## src/hdl/pfa_pkg.sv

```systemverilog
package pfa_pkg;

    // Bytes taken by one block header.
    localparam int unsigned HDR_BYTES = 5;

    // Widths of the stream payloads.
    localparam int unsigned IN_DATA_W  = 24;
    localparam int unsigned IN_USER_W  = 2;
    localparam int unsigned OUT_DATA_W = 24;

    // Operation carried in the input tuser.
    typedef enum logic [1:0] {
        ACT_INIT  = 2'd0,
        ACT_ALLOC = 2'd1,
        ACT_FREE  = 2'd2,
        ACT_COAL  = 2'd3
    } t_action;

    // Result status codes.
    typedef enum logic [2:0] {
        ST_OK       = 3'd0,
        ST_TOO_BIG  = 3'd1,
        ST_NO_ROOM  = 3'd2,
        ST_NO_FIT   = 3'd3,
        ST_NOT_HDR  = 3'd4,
        ST_ALREADY  = 3'd5,
        ST_NO_MERGE = 3'd6
    } t_status;

    // Controller states.
    typedef enum logic [2:0] {
        S_RCLR = 3'd0,
        S_IDLE = 3'd1,
        S_ICLR = 3'd2,
        S_INIT = 3'd3,
        S_WALK = 3'd4,
        S_WR2  = 3'd5,
        S_DONE = 3'd6
    } t_state;

    // Commands from the controller to the datapath.
    typedef struct packed {
        logic load;
        logic clr;
        logic init_wr;
        logic step;
        logic wr2;
        logic finish;
    } t_dp_cmd;

    // Status from the datapath to the controller.
    typedef struct packed {
        logic clr_last;
        logic step_done;
        logic step_two;
        logic in_init;
        logic out_full;
    } t_dp_stat;

endpackage

```

## src/hdl/pfa_ctrl.sv

```systemverilog
module pfa_ctrl (
    input  logic               i_clk,
    input  logic               i_rst_n,
    input  logic               i_in_tvalid,
    output logic               o_in_tready,
    input  pfa_pkg::t_dp_stat  i_stat,
    output pfa_pkg::t_dp_cmd   o_cmd
);

    pfa_pkg::t_state r_state;
    pfa_pkg::t_state n_state;

    // State register; reset starts the clearing pass over the header store.
    always_ff @(posedge i_clk) begin
        if (!i_rst_n) begin
            r_state <= pfa_pkg::S_RCLR;
        end else begin
            r_state <= n_state;
        end
    end

    // Next state.
    always_comb begin
        n_state = r_state;
        case (r_state)
            pfa_pkg::S_RCLR: begin
                if (i_stat.clr_last) n_state = pfa_pkg::S_IDLE;
            end
            pfa_pkg::S_IDLE: begin
                if (i_in_tvalid) begin
                    n_state = i_stat.in_init ? pfa_pkg::S_ICLR : pfa_pkg::S_WALK;
                end
            end
            pfa_pkg::S_ICLR: begin
                if (i_stat.clr_last) n_state = pfa_pkg::S_INIT;
            end
            pfa_pkg::S_INIT: begin
                n_state = pfa_pkg::S_DONE;
            end
            pfa_pkg::S_WALK: begin
                if (i_stat.step_done) begin
                    n_state = i_stat.step_two ? pfa_pkg::S_WR2 : pfa_pkg::S_DONE;
                end
            end
            pfa_pkg::S_WR2: begin
                n_state = pfa_pkg::S_DONE;
            end
            pfa_pkg::S_DONE: begin
                if (!i_stat.out_full) n_state = pfa_pkg::S_IDLE;
            end
            default: begin
                n_state = pfa_pkg::S_RCLR;
            end
        endcase
    end

    // Commands for the current state.
    always_comb begin
        o_cmd       = '0;
        o_in_tready = 1'b0;
        case (r_state)
            pfa_pkg::S_RCLR: o_cmd.clr = 1'b1;
            pfa_pkg::S_IDLE: begin
                o_in_tready = 1'b1;
                o_cmd.load  = i_in_tvalid;
            end
            pfa_pkg::S_ICLR: o_cmd.clr = 1'b1;
            pfa_pkg::S_INIT: o_cmd.init_wr = 1'b1;
            pfa_pkg::S_WALK: o_cmd.step = 1'b1;
            pfa_pkg::S_WR2:  o_cmd.wr2 = 1'b1;
            pfa_pkg::S_DONE: o_cmd.finish = !i_stat.out_full;
            default: begin
                o_cmd = '0;
            end
        endcase
    end

endmodule

```

## config.mk

```make
export PLATFORM = sky130hd
export DESIGN_NAME = pfa_ctrl
export DESIGN_NICKNAME = d
export VERILOG_FILES = /design/src/hdl/pfa_pkg.sv /design/src/hdl/pfa_ctrl.sv
export SDC_FILE = /design/constraint.sdc
export NUM_CORES = 1
export LEC_CHECK = 0
export BUFFER_PORTS_ARGS = -buffer_cell sky130_fd_sc_hd__buf_2
export CAP_MARGIN = 30
export CORE_AREA = 2 2 39 41
export DETAILED_ROUTE_END_ITERATION = 12
export DIE_AREA = 0 0 41 43
export GPL_ROUTABILITY_DRIVEN = 0
export SETUP_SLACK_MARGIN = 0.02
export SLEW_MARGIN = 20
export SYNTH_ARGS = -nofsm -noshare
export SYNTH_HDL_FRONTEND = slang
export SYNTH_SLANG_ARGS = --single-unit
```

## constraint.sdc

```tcl
create_clock -name i_clk -period 2.21 [get_ports i_clk]
set_clock_uncertainty 0.2 [all_clocks]
set_input_delay 0.1105 -clock i_clk [delete_from_list [all_inputs] [get_ports i_clk]]
set_output_delay 0.1105 -clock i_clk [all_outputs]
set_load 0.01 [all_outputs]
```

Word level (Yosys, flattened, before mapping). Index checks and enable logic that the tools add are counted.

Bits in registers: 3. Latch bits: 0. Memory bits (writable): 0. Bits in read-only memories: 0. Output and inout bits: 7. Logic and storage cells: 32. Memories: 0.

$add $sub $neg: 0. Multiply operators: 0. Divide/modulo/power cells: 0. Order comparisons: 0. Eq/ne operators: 11. Shifts and indexed selects: 0. Multiplexer cells: 15. Bitwise gates (word level): 0. Reductions and logical operators: 5.

Operators by type and width (count): 3-bit two-way mux (6); 3-bit one-hot mux with 6 select lines (1); 2-bit inequality test (second input constant) (5); 3-bit equality test (second input constant) (3); 1-bit two-way mux (7); 3-bit by 2-bit equality test with 1-bit output (second input constant) (2); 5-bit AND reduction (1); 2-bit OR reduction (2); 3-bit by 1-bit equality test with 1-bit output (second input constant) (1); 3-bit logical NOT (1); 2-bit two-way mux (1); 1-bit logical NOT (1).

Longest topological paths before layout. Gate-level depths: netlist (run 1).

Word-level depth: 3. Depth in mapped cells: 5.

Least setup slack after synthesis (run 1). No wires, ideal clock.

Kind: flip-flop to output port. Start point: reg r_state[1]. End point: out o_cmd[5] in the netlist's numbering. Arrival: 0.957 ns. Required time: 1.899 ns. Slack: 0.942 ns. Stages on the path, launching flop included: 4. Cell sequence: dfxtp_1 buf_2 nor3b_2 and2_1.

RTL lines: start, declared (RTL line pfa_ctrl.sv:10) `pfa_pkg::t_state r_state;`; start signal, assigned (RTL line pfa_ctrl.sv:16) `r_state <= pfa_pkg::S_RCLR;`; start signal, assigned (RTL line pfa_ctrl.sv:18) `r_state <= n_state;`; end, declared (RTL line pfa_ctrl.sv:7) `output pfa_pkg::t_dp_cmd o_cmd`.

==> results of run 1 <==
==> power by group <==
| group | total, mW | internal (mW) | switching, mW |
|---|---|---|---|
| Sequential | 0.108 | 0.0670 | 0.0409 |
| Combinational | 0.118 | 0.0617 | 0.0564 |
| Clock | 0.0987 | 0.0678 | 0.0309 |
| Total | 0.325 | 0.197 | 0.128 |
==> final timing paths <==
kind / startpoint / to / slack (ps) / depth (start not counted)
worst max-delay path: r_state[0] / o_cmd[5] / 620 / 3
worst min-delay path: i_stat[0] / r_state[2] / 70 / 4
worst max register to register: r_state[1] / r_state[0] / 710 / 3
worst min register to register: r_state[1] / r_state[1] / 450 / 2
==> worst max-delay path: stages, from the launching register on <==
cell and delay (ps):
dfxtp_1 540, nor3b_2 250, and2_1 140, buf_2 120
==> cells in the final DEF, fill, tap and decap left out <==
master / instances
buf_2: 14
nor2_1: 9
nand2_1: 4
a21oi_1: 3
o21ai_1: 3
clkbuf_4: 3
dfxtp_1: 3
mux2i_1: 2
nand2b_1: 1
nor3b_2: 1
inv_4: 1
and3_4: 1
and2_1: 1
inv_1: 1
and3_1: 1
nand3b_1: 1
o31a_1: 1
o211a_1: 1
o21ai_0: 1
o211ai_1: 1
o2bb2ai_1: 1
clkbuf_1: 1
dlygate4sd3_1: 1
==> area by class of cell <==
class / instances / area (µm²)
fill: 158 / 998
multi-input combinational: 32 / 189
timing repair buffer: 15 / 80.1
sequential: 3 / 60.1
clock buffer: 4 / 26.3
tap: 16 / 20.0
inverter: 2 / 10.0
==> cell families after synthesis <==
group	after synthesis	share of synthesized area [%]
AO/OA/AOI/OAI	11	24.8
buffers and inverters	5	11.9
AND/OR/NAND/NOR	19	35.0
flip-flops	3	21.2
multiplexers	2	7.08
==> layer usage <==
| layer | vias to the layer above | share of wire [%] |
|---|---|---|
| met5 | - | 0 |
| met1 | 141 | 44 |
| met3 | 0 | 4.8 |
| met4 | 0 | 0 |
| met2 | 7 | 51 |
| li1 | 170 | - |
==> per-stage QoR <==
step	util (%)	setup slack, ps	power, mW	instances
global placement	25.2	776	0.223	67
CTS	27.8	619	0.329	72
floorplan	-	942	0.198	40
finish	27.8	620	0.325	72
global route	27.8	519	0.348	72
detailed placement	25.2	714	0.225	67
==> implementation parameters, run 1 <==
Parameter                              Value

Layout
  Area growth from synthesis to layout ... 36.3%
  ANT cells ... 0
  Flip-flop count of the largest register after layout ... 3
  Final instance area ... 385 µm²
  Registers with the most flip-flops ... r_state (3)
  Reg with most FFs ... r_state
  Net count of the finished layout ... 65
  Fraction of final layout cells sized beyond drive strength 1 ... 35.7%

GRT
  Vias in the first global route ... 282
  Most used routing layer in global routing ... met2
  Total global routing overflow ... 0
  Met2 layer usage reported by global route ... 14.1%
  Maximum number of pins on one net before global-route repair ... 14
  Fraction of met1 tracks used by global routing ... 9.90%
  First-pass GRT wire length ... 1070 µm
  Global-route track usage on met3 ... 1.57%
  Total Routing Usage GR ... 9.12%
  Initial antenna violation count ... 0

Synth
  Synth Flop Type ... dfxtp_1
  Total number of yosys warnings ... 0
  Most numerous cell in the Yosys netlist ... nor2_1
  Commonest cells in the synthesized netlist ... 9 x nor2_1, 4 x nand2_1, 3 x a21oi_1, 3 x dfxtp_1, 3 x o21ai_1
  Avg Inst Size Synth ... 7.07 µm²
  Largest cells by area after synthesis ... dfxtp_1 21%, nor2_1 12%, mux2i_1 7.1%, a21oi_1 5.3%, o21ai_1 5.3%
  Yosys cell types ... 22
  Area share of the leading cell type in the synthesized netlist ... 21.2%
  Number of cells produced by synthesis ... 40
  Post-Syn Nets ... 48
  Fraction of registers with async set or reset after synthesis ... 0%
  Yosys reg bits ... 3
  Post-synth EDFFs ... 0
  Post-synthesis instance area ... 283 µm²
  Fraction of the yosys area taken by sequential cells ... 21.2%
  Post-synth top area cell ... dfxtp_1

Floorplan
  Placeable Area ... 1380 µm²
  Horizontal die dimension ... 41 µm
  Die footprint ... 1760 µm²
  Vertical extent of the die ... 43 µm
  Site Rows ... 14
  Effective utilization at floorplan ... 20.4%
  Number of top-level pins ... 15

Placement
  Detail Placement HPWL ... 516 µm
  Standard cell area after detailed placement ... 349 µm²
  Buffers on Ports ... 14

Drt
  Final Routed Wirelength ... 702 µm
  Remaining DRCs ... 0
  Via density ... 4.42
  Post-route ant nets ... 0
  Iteration-0 DRC count of the detailed router ... 3
  Average wire per standard cell ... 9.75 µm
  Vias ... 318
  Number of optimization iterations in the first detailed-route pass ... 4

STA
  Number of hold-slack violations in the final timing report ... 0
  Highest achievable clock rate ... 0.629 GHz
  Final Setup Violations ... 0
  Setup TNS ... 0 ps
  RSZ-0062 raised after global routing ... false
  Worst hold margin ... 66.7 ps
  Slew at the pin with the worst max-slew slack ... 440 ps
  Ratio of final minimum period to clock period ... 71.9%
  Relative slew slack ... 70.7%
  Min cycle time layout ... 1590 ps
  Final Slew Violations ... 0

Setup path
  Type of element launching the critical path ... register
  Worst Path Arrival ... 1280 ps
  Class of the most critical setup path ... reg -> out
  Category of the worst setup path capture point ... output pin
  Maximum fanout encountered on the critical timing path ... 13
  Critical path data required time ... 1900 ps

Clock tree
  Maximum buffer depth of the clock tree ... 2
  Total clock buffers created by CTS ... 3
  Hold-fix buffer count after cts ... 1
  Num Clock Sinks ... 3
  Root buffer selected by CTS ... clkbuf_4
  Clock-pin slew of the registers on the worst-case setup and hold paths ... 40 ps
  Clock latency reported for the late side of the worst-skew pair ... 240 ps
  Number of H-tree levels ... 1
  Clock tree from TritonCTS ... built
  Number of buffers added for setup after CTS ... 0
  Post-CTS Resized ... 0

Job
  Total of max-cap violations ... 0

Pwr
  Max IR drop VDD ... 0.217 mV
  Leakage Power ... 0.197 nW
  Total power divided by cell area ... 843 nW/µm²

Worst hold path
  Hold WC Path Type ... in -> reg

Status
  Outcome ... finished clean
Power figures use the tool's default switching activity.
==> run 2, diff against run 1 <==
--- a/config.mk
+++ b/config.mk
@@ -5,6 +5,7 @@
 export SDC_FILE = /design/constraint.sdc
 export NUM_CORES = 1
 export LEC_CHECK = 0
+export ABC_AREA = 1
 export BUFFER_PORTS_ARGS = -buffer_cell sky130_fd_sc_hd__buf_2
 export CAP_MARGIN = 30
 export CORE_AREA = 2 2 39 41
==> constraint.sdc (replaced) <==
create_clock -name i_clk -period 1.5 [get_ports i_clk]
set_clock_uncertainty 0.2 [all_clocks]
set_input_delay 0.075 -clock i_clk [delete_from_list [all_inputs] [get_ports i_clk]]
set_output_delay 0.075 -clock i_clk [all_outputs]
set_load 0.01 [all_outputs]
==> run 2 against run 1 <==
Net effect: synthesized cell count is 18% higher; core utilization up 3.9 points; first-iteration DRC count increased by 130%; sequential share of layout area shrank 1.6 points; final area grew 14%; non-clock buffer count is 1 higher; critical path type unchanged; critical endpoint unchanged.
==> implementation parameters, run 2 <==
Parameter                              Value

Floorplan
  Site Rows ... 14 (unchanged)
  Vertical extent of the die ... 43 µm (unchanged)
  Number of top-level pins ... 15 (unchanged)
  Die footprint ... 1760 µm² (unchanged)
  Horizontal die dimension ... 41 µm (unchanged)
  Placeable Area ... 1380 µm² (unchanged)
  Effective utilization at floorplan ... 21.8% (+1.4 points)

Synth
  Area share of the leading cell type in the synthesized netlist ... 19.9% (-1.3 points)
  Largest cells by area after synthesis ... dfxtp_1 20%, nor2_1 12%, nand2_1 11%, nor2_4 7.5%, nand2_2 6.2%
  Fraction of the yosys area taken by sequential cells ... 19.9% (-1.3 points)
  Post-synthesis instance area ... 302 µm² (+6.6%)
  Yosys cell types ... 21 (-4.5%)
  Post-Syn Nets ... 55 (+15%)
  Commonest cells in the synthesized netlist ... 10 x nor2_1, 9 x nand2_1, 3 x dfxtp_1, 3 x inv_2, 3 x nand2_2
  Most numerous cell in the Yosys netlist ... nor2_1
  Total number of yosys warnings ... 0 (unchanged)
  Post-synth EDFFs ... 0 (unchanged)
  Post-synth top area cell ... dfxtp_1
  Number of cells produced by synthesis ... 47 (+18%)
  Avg Inst Size Synth ... 6.42 µm² (-9.2%)
  Yosys reg bits ... 3 (unchanged)
  Synth Flop Type ... dfxtp_1
  Fraction of registers with async set or reset after synthesis ... 0% (unchanged)

STA
  Relative slew slack ... 85.0% (+14 points)
  Final Slew Violations ... 0 (unchanged)
  Final Setup Violations ... 0 (unchanged)
  Setup TNS ... 0 ps (unchanged)
  Min setup slack post-route ... 135 ps (-485 ps)
  Min cycle time layout ... 1360 ps
  Ratio of final minimum period to clock period ... 91.0%
  Slew at the pin with the worst max-slew slack ... 222 ps (-217 ps)
  Highest achievable clock rate ... 0.733 GHz
  RSZ-0062 raised after global routing ... false
  Number of hold-slack violations in the final timing report ... 0 (unchanged)

Layout
  Reg with most FFs ... r_state
  Area of the multi-input gates ... 218 µm² (+15%)
  Sequential cell area ... 61.3 µm² (+2.1%)
  Commonest non-fill, non-tap cells in the layout ... 14 x buf_2, 10 x nor2_1, 9 x nand2_1
  Fraction of final layout cells sized beyond drive strength 1 ... 53.0% (+17 points)
  Most common cell after layout, fill and taps aside ... buf_2
  Flip-flop count of the largest register after layout ... 3 (unchanged)
  ANT cells ... 0 (unchanged)
  Registers with the most flip-flops ... r_state (3)
  Net count of the finished layout ... 75 (+15%)
  Area growth from synthesis to layout ... 45.6%
  Number of filler cells placed in the layout ... 157 (-0.63%)

Setup path
  Worst Path Arrival ... 1090 ps (-190 ps)
  Type of element launching the critical path ... register
  Critical path data required time ... 1220 ps (-680 ps)
  Delay of the slowest cell on the worst path ... 420 ps (-120 ps)
  Category of the worst setup path capture point ... output pin
  Maximum fanout encountered on the critical timing path ... 5 (-8)
  Class of the most critical setup path ... reg -> out
  Critical path cell sequence ... nand2_1, nor3_1, buf_2
  Crit-path slowest cell ... dfxtp_1

Drt
  Post-route ant nets ... 0 (unchanged)
  Vias ... 348 (+9.4%)
  Iteration-0 DRC count of the detailed router ... 7 (+4)
  Final Routed Wirelength ... 693 µm (-1.3%)
  Number of optimization iterations in the first detailed-route pass ... 4 (unchanged)
  Via density ... 4.24 (-3.9%)
  Remaining DRCs ... 0 (unchanged)
  Average wire per standard cell ... 8.45 µm (-13%)

GRT
  Maximum number of pins on one net before global-route repair ... 11 (-3)
  Vias in the first global route ... 294 (+4.3%)
  First-pass GRT wire length ... 1060 µm (-1.3%)
  Initial antenna violation count ... 0 (unchanged)
  Total global routing overflow ... 0 (unchanged)
  Total Routing Usage GR ... 9.10% (-0.018 points)

Pwr
  Fraction of power consumed by combinational cells ... 61.2% (+25 points)
  P_sw ... 367 µW (+190%)
  Power share of the sequential group ... 20.0% (-13 points)
  Leakage Power ... 0.235 nW (+19%)
  Total power divided by cell area ... 1720 nW/µm² (+100%)
  Total internal power ... 391 µW (+99%)
  Max IR drop VDD ... 0.611 mV (+180%)
  Clock power share ... 18.8% (-12 points)
  Net Sw Frac ... 48.4% (+9.0 points)

Worst hold path
  Hold WC Path Type ... in -> reg

Clock tree
  Root buffer selected by CTS ... clkbuf_4
  Clock-pin slew of the registers on the worst-case setup and hold paths ... 40 ps (about the same)
  Clock tree from TritonCTS ... built
  Total clock buffers created by CTS ... 3 (unchanged)
  Maximum buffer depth of the clock tree ... 2 (unchanged)
  Number of buffers added for setup after CTS ... 0 (unchanged)
  Num Clock Sinks ... 3 (unchanged)
  Clock latency reported for the late side of the worst-skew pair ... 240 ps (about the same)
  Number of H-tree levels ... 1 (unchanged)

Placement
  Detail Placement HPWL ... 572 µm (+11%)
  Post-Place Worst Slack ... 201 ps (-513 ps)
  Buffers on Ports ... 14 (unchanged)

Job
  Total of max-cap violations ... 0 (unchanged)

Status
  Outcome ... finished clean
run 2: cells by family (layout without fill, tap and decap cells):
logic type	count (synthesis)	count (layout)	synth area share (%)
AND/OR/NAND/NOR	33	33	61.4
buffers and inverters	7	26	9.96
AO/OA/AOI/OAI	4	4	8.71
flip-flops	3	3	19.9
run 2: metal layers:
metal | global-route usage [%] | share of wire, % | up-vias
li1 | - | - | 187
met1 | 11.1 | 43 | 148
met2 | 12.8 | 47 | 11
met3 | 0 | 6.6 | 2
met4 | 10.0 | 2.5 | 0
met5 | 0 | 0 | -
run 2: critical path, delay by kind of cell (launching register included):
kind	cells	cell delay, ps
buffers and inverters	1	160
AND/OR/NAND/NOR	2	280
flip-flops	1	420
run 2: area by class of cell:
type	instances	area share, %
Clock buffer	4	5.98
Inverter	6	5.13
Timing Repair Buffer	16	20.8
Multi-Input combinational cell	37	49.6
Tap cell	16	4.56
Sequential cell	3	14.0
run 2: power groups by stage:
stage                     Combinational [mW]  Clock, mW  Sequential [mW]
final                                  0.463      0.142            0.151
after CTS                              0.461      0.148            0.145
after global routing                   0.519      0.153            0.158
after detailed placement               0.457          0            0.146
after global placement                 0.456          0            0.146
after floorplan                        0.356          0            0.139
run 2: stage by stage:
step,power (mW),hold WS [ps],instance area (µm²),util (%),cells
finish,0.757,28.5,439,31.7,82
global route,0.830,53.9,439,31.7,82
CTS,0.753,32.6,428,30.9,82
detailed placement,0.603,133,392,28.3,77
global placement,0.602,138,392,28.3,77
floorplan,0.495,2.86,302,-,47
run 2: worst paths after layout:
check | startpoint | cells past startpoint | slack [ps] | to
hold reg to reg | r_state[1] | 2 | 350 | r_state[1]
setup / recovery | r_state[0] | 3 | 140 | o_cmd[5]
setup reg to reg | r_state[0] | 7 | 210 | r_state[1]
hold / removal | i_stat[4] | 5 | 30 | r_state[0]
run 2: what timing repair did:
| item | 4_1_cts | 5_1_grt |
|---|---|---|
| hold endpoints to repair | 3 | 0 |
| resized for setup | 0 | 3 |
| setup endpoints to repair | 0 | 1 |
| hold buffers | 1 | 0 |
==> run 3, diff against run 2 <==
--- a/config.mk
+++ b/config.mk
@@ -12,6 +12,7 @@
 export DETAILED_ROUTE_END_ITERATION = 12
 export DIE_AREA = 0 0 41 43
 export GPL_ROUTABILITY_DRIVEN = 0
+export PLACE_DENSITY = 0.42
 export SETUP_SLACK_MARGIN = 0.02
 export SLEW_MARGIN = 20
 export SYNTH_ARGS = -nofsm -noshare
==> run 3 against run 2 <==
Net effect: fmax shrank 0.38%; final cell count unchanged; via count down 0.57%; clock-buffer cell count did not move; first-iteration DRC count is 43% higher.
==> implementation parameters, run 3 (synthesized netlist as in run 2, its figures left out) <==
Parameter                              Value

Setup path
  Worst Path Arrival ... 1100 ps (about the same)
  Category of the worst setup path capture point ... output pin
  Class of the most critical setup path ... reg -> out
  Crit-path slowest cell ... dfxtp_1
  Combined buffer and inverter count along the critical path ... 2 (+1)
  Kind of cell with the highest combined delay on the critical path ... flip-flops
  Critical path cell sequence ... inv_2, nor4_1, buf_2
  Maximum fanout encountered on the critical timing path ... 5 (unchanged)
  Delay of the slowest cell on the worst path ... 410 ps (about the same)
  Number of cells traversed by the worst register-to-register path ... 8 (+1)
  WP depth ... 3 (unchanged)
  Type of element launching the critical path ... register
  Critical path data required time ... 1220 ps (about the same)

Floorplan
  Site Rows ... 14 (unchanged)
  Number of top-level pins ... 15 (unchanged)
  Horizontal die dimension ... 41 µm (unchanged)
  Vertical extent of the die ... 43 µm (unchanged)
  Die footprint ... 1760 µm² (unchanged)
  Effective utilization at floorplan ... 21.8% (unchanged)
  Placeable Area ... 1380 µm² (unchanged)

STA
  Final Setup Violations ... 0 (unchanged)
  Relative slew slack ... 83.4% (-1.6 points)
  Number of hold-slack violations in the final timing report ... 0 (unchanged)
  Min cycle time layout ... 1370 ps (+5.18 ps)
  Setup TNS ... 0 ps (unchanged)
  Highest achievable clock rate ... 0.730 GHz (-0.38%)
  Ratio of final minimum period to clock period ... 91.3% (+0.35 points)
  Final Slew Violations ... 0 (unchanged)
  RSZ-0062 raised after global routing ... false
  Slew at the pin with the worst max-slew slack ... 246 ps (+23.4 ps)

Layout
  Most common cell after layout, fill and taps aside ... buf_2
  Number of filler cells placed in the layout ... 155 (-1.3%)
  Commonest non-fill, non-tap cells in the layout ... 14 x buf_2, 10 x nor2_1, 9 x nand2_1
  Registers with the most flip-flops ... r_state (3)
  Fraction of final layout cells sized beyond drive strength 1 ... 50.0% (-3.0 points)
  Final core utilization ... 31.8% (+0.090 points)
  Area growth from synthesis to layout ... 46.1%
  Net count of the finished layout ... 75 (unchanged)
  Reg with most FFs ... r_state
  ANT cells ... 0 (unchanged)
  Flip-flop count of the largest register after layout ... 3 (unchanged)

Clock tree
  Clock-pin slew of the registers on the worst-case setup and hold paths ... 30 ps (about the same)
  Number of H-tree levels ... 1 (unchanged)
  Number of buffers added for setup after CTS ... 0 (unchanged)
  Total clock buffers created by CTS ... 3 (unchanged)
  Num Clock Sinks ... 3 (unchanged)
  Root buffer selected by CTS ... clkbuf_4
  Maximum buffer depth of the clock tree ... 2 (unchanged)
  Clock latency reported for the late side of the worst-skew pair ... 230 ps (about the same)
  Clock tree from TritonCTS ... built

Drt
  Number of optimization iterations in the first detailed-route pass ... 4 (unchanged)
  Via density ... 4.22 (-0.57%)
  Iteration-0 DRC count of the detailed router ... 10 (+3)
  Remaining DRCs ... 0 (unchanged)
  Vias ... 346 (-0.57%)
  Average wire per standard cell ... 8.51 µm (+0.72%)
  Final Routed Wirelength ... 698 µm (+0.72%)
  Post-route ant nets ... 0 (unchanged)

Job
  Total of max-cap violations ... 0 (unchanged)

Placement
  Detail Placement HPWL ... 583 µm (+1.8%)
  Buffers on Ports ... 14 (unchanged)

GRT
  Initial antenna violation count ... 0 (unchanged)
  Total global routing overflow ... 0 (unchanged)
  Maximum number of pins on one net before global-route repair ... 12 (+1)
  Vias in the first global route ... 308 (+4.8%)
  First-pass GRT wire length ... 1170 µm (+11%)
  Total Routing Usage GR ... 9.92% (+0.82 points)

Worst hold path
  Hold path cells ... 4 (-1)
  Hold WC Path Type ... in -> reg

Pwr
  Total power divided by cell area ... 1740 nW/µm² (+0.68%)
  Leakage Power ... 0.237 nW (+0.79%)
  Max IR drop VDD ... 0.447 mV (-27%)

Status
  Outcome ... finished clean
[run 3: cell counts in the layout (fill, tap and decap cells not counted)]
Identical to the previous run, type by type.
[run 3: cell type report]
type | instances | area [µm²] | area share (%)
Inverter | 6 | 22.5 | 5.11
Multi-Input combinational cell | 37 | 211 | 48.0
Timing Repair Buffer | 16 | 100 | 22.7
Tap cell | 16 | 20.0 | 4.55
Clock buffer | 4 | 26.3 | 5.97
Sequential cell | 3 | 60.1 | 13.6
[run 3: metal layers]
layer	wire length, µm	track usage [%]	up-vias	part of all wire [%]
li1	-	-	187	-
met1	305	12.1	153	44
met2	369	14.4	6	53
met3	23	1.57	0	3.3
met4	0	8.00	0	0
met5	0	0	-	0
[run 3: path summary, 6_finish.rpt]
kind / start / to / slack, ps
hold reg to reg: r_state[1] / r_state[1] / 380
hold / removal: i_in_tvalid / r_state[0] / 40
setup reg to reg: r_state[2] / r_state[2] / 190
setup / recovery: r_state[1] / o_cmd[0] / 130
[run 3: through the flow]
step / instance area (µm²) / power [mW] / hold slack (ps) / setup slack, ps / instances
after floorplan: 302 / 0.495 / 2.86 / 249 / 47
after global placement: 404 / 0.646 / 143 / 169 / 77
after detailed placement: 404 / 0.631 / 143 / 191 / 77
after CTS: 440 / 0.778 / 31.2 / 107 / 82
after global routing: 440 / 0.850 / 61.7 / 40.0 / 82
final: 440 / 0.764 / 38.5 / 130 / 82
[run 3: what timing repair did]
item / CTS / global route
endpoints found under the hold margin: 3 / 0
hold buffers: 1 / 0
resized for setup: 0 / 0
[run 3: worst reg2reg max path, stage by stage (launching register included)]
cell     delay (ps)
dfxtp_1         340
buf_12          140
nor2_1           60
nand2_2          80
nand2_2          60
nor2_4          140
nand2_1          60
nand2_1          80
nor2_2           30
[run 3: report_power, final]
group	switching (mW)	total, mW	internal [mW]	leakage (nW)
registers	0.0366	0.147	0.111	0.0249
clock network	0.0368	0.136	0.0993	0.0150
logic	0.288	0.481	0.193	0.197
total	0.361	0.764	0.403	0.237
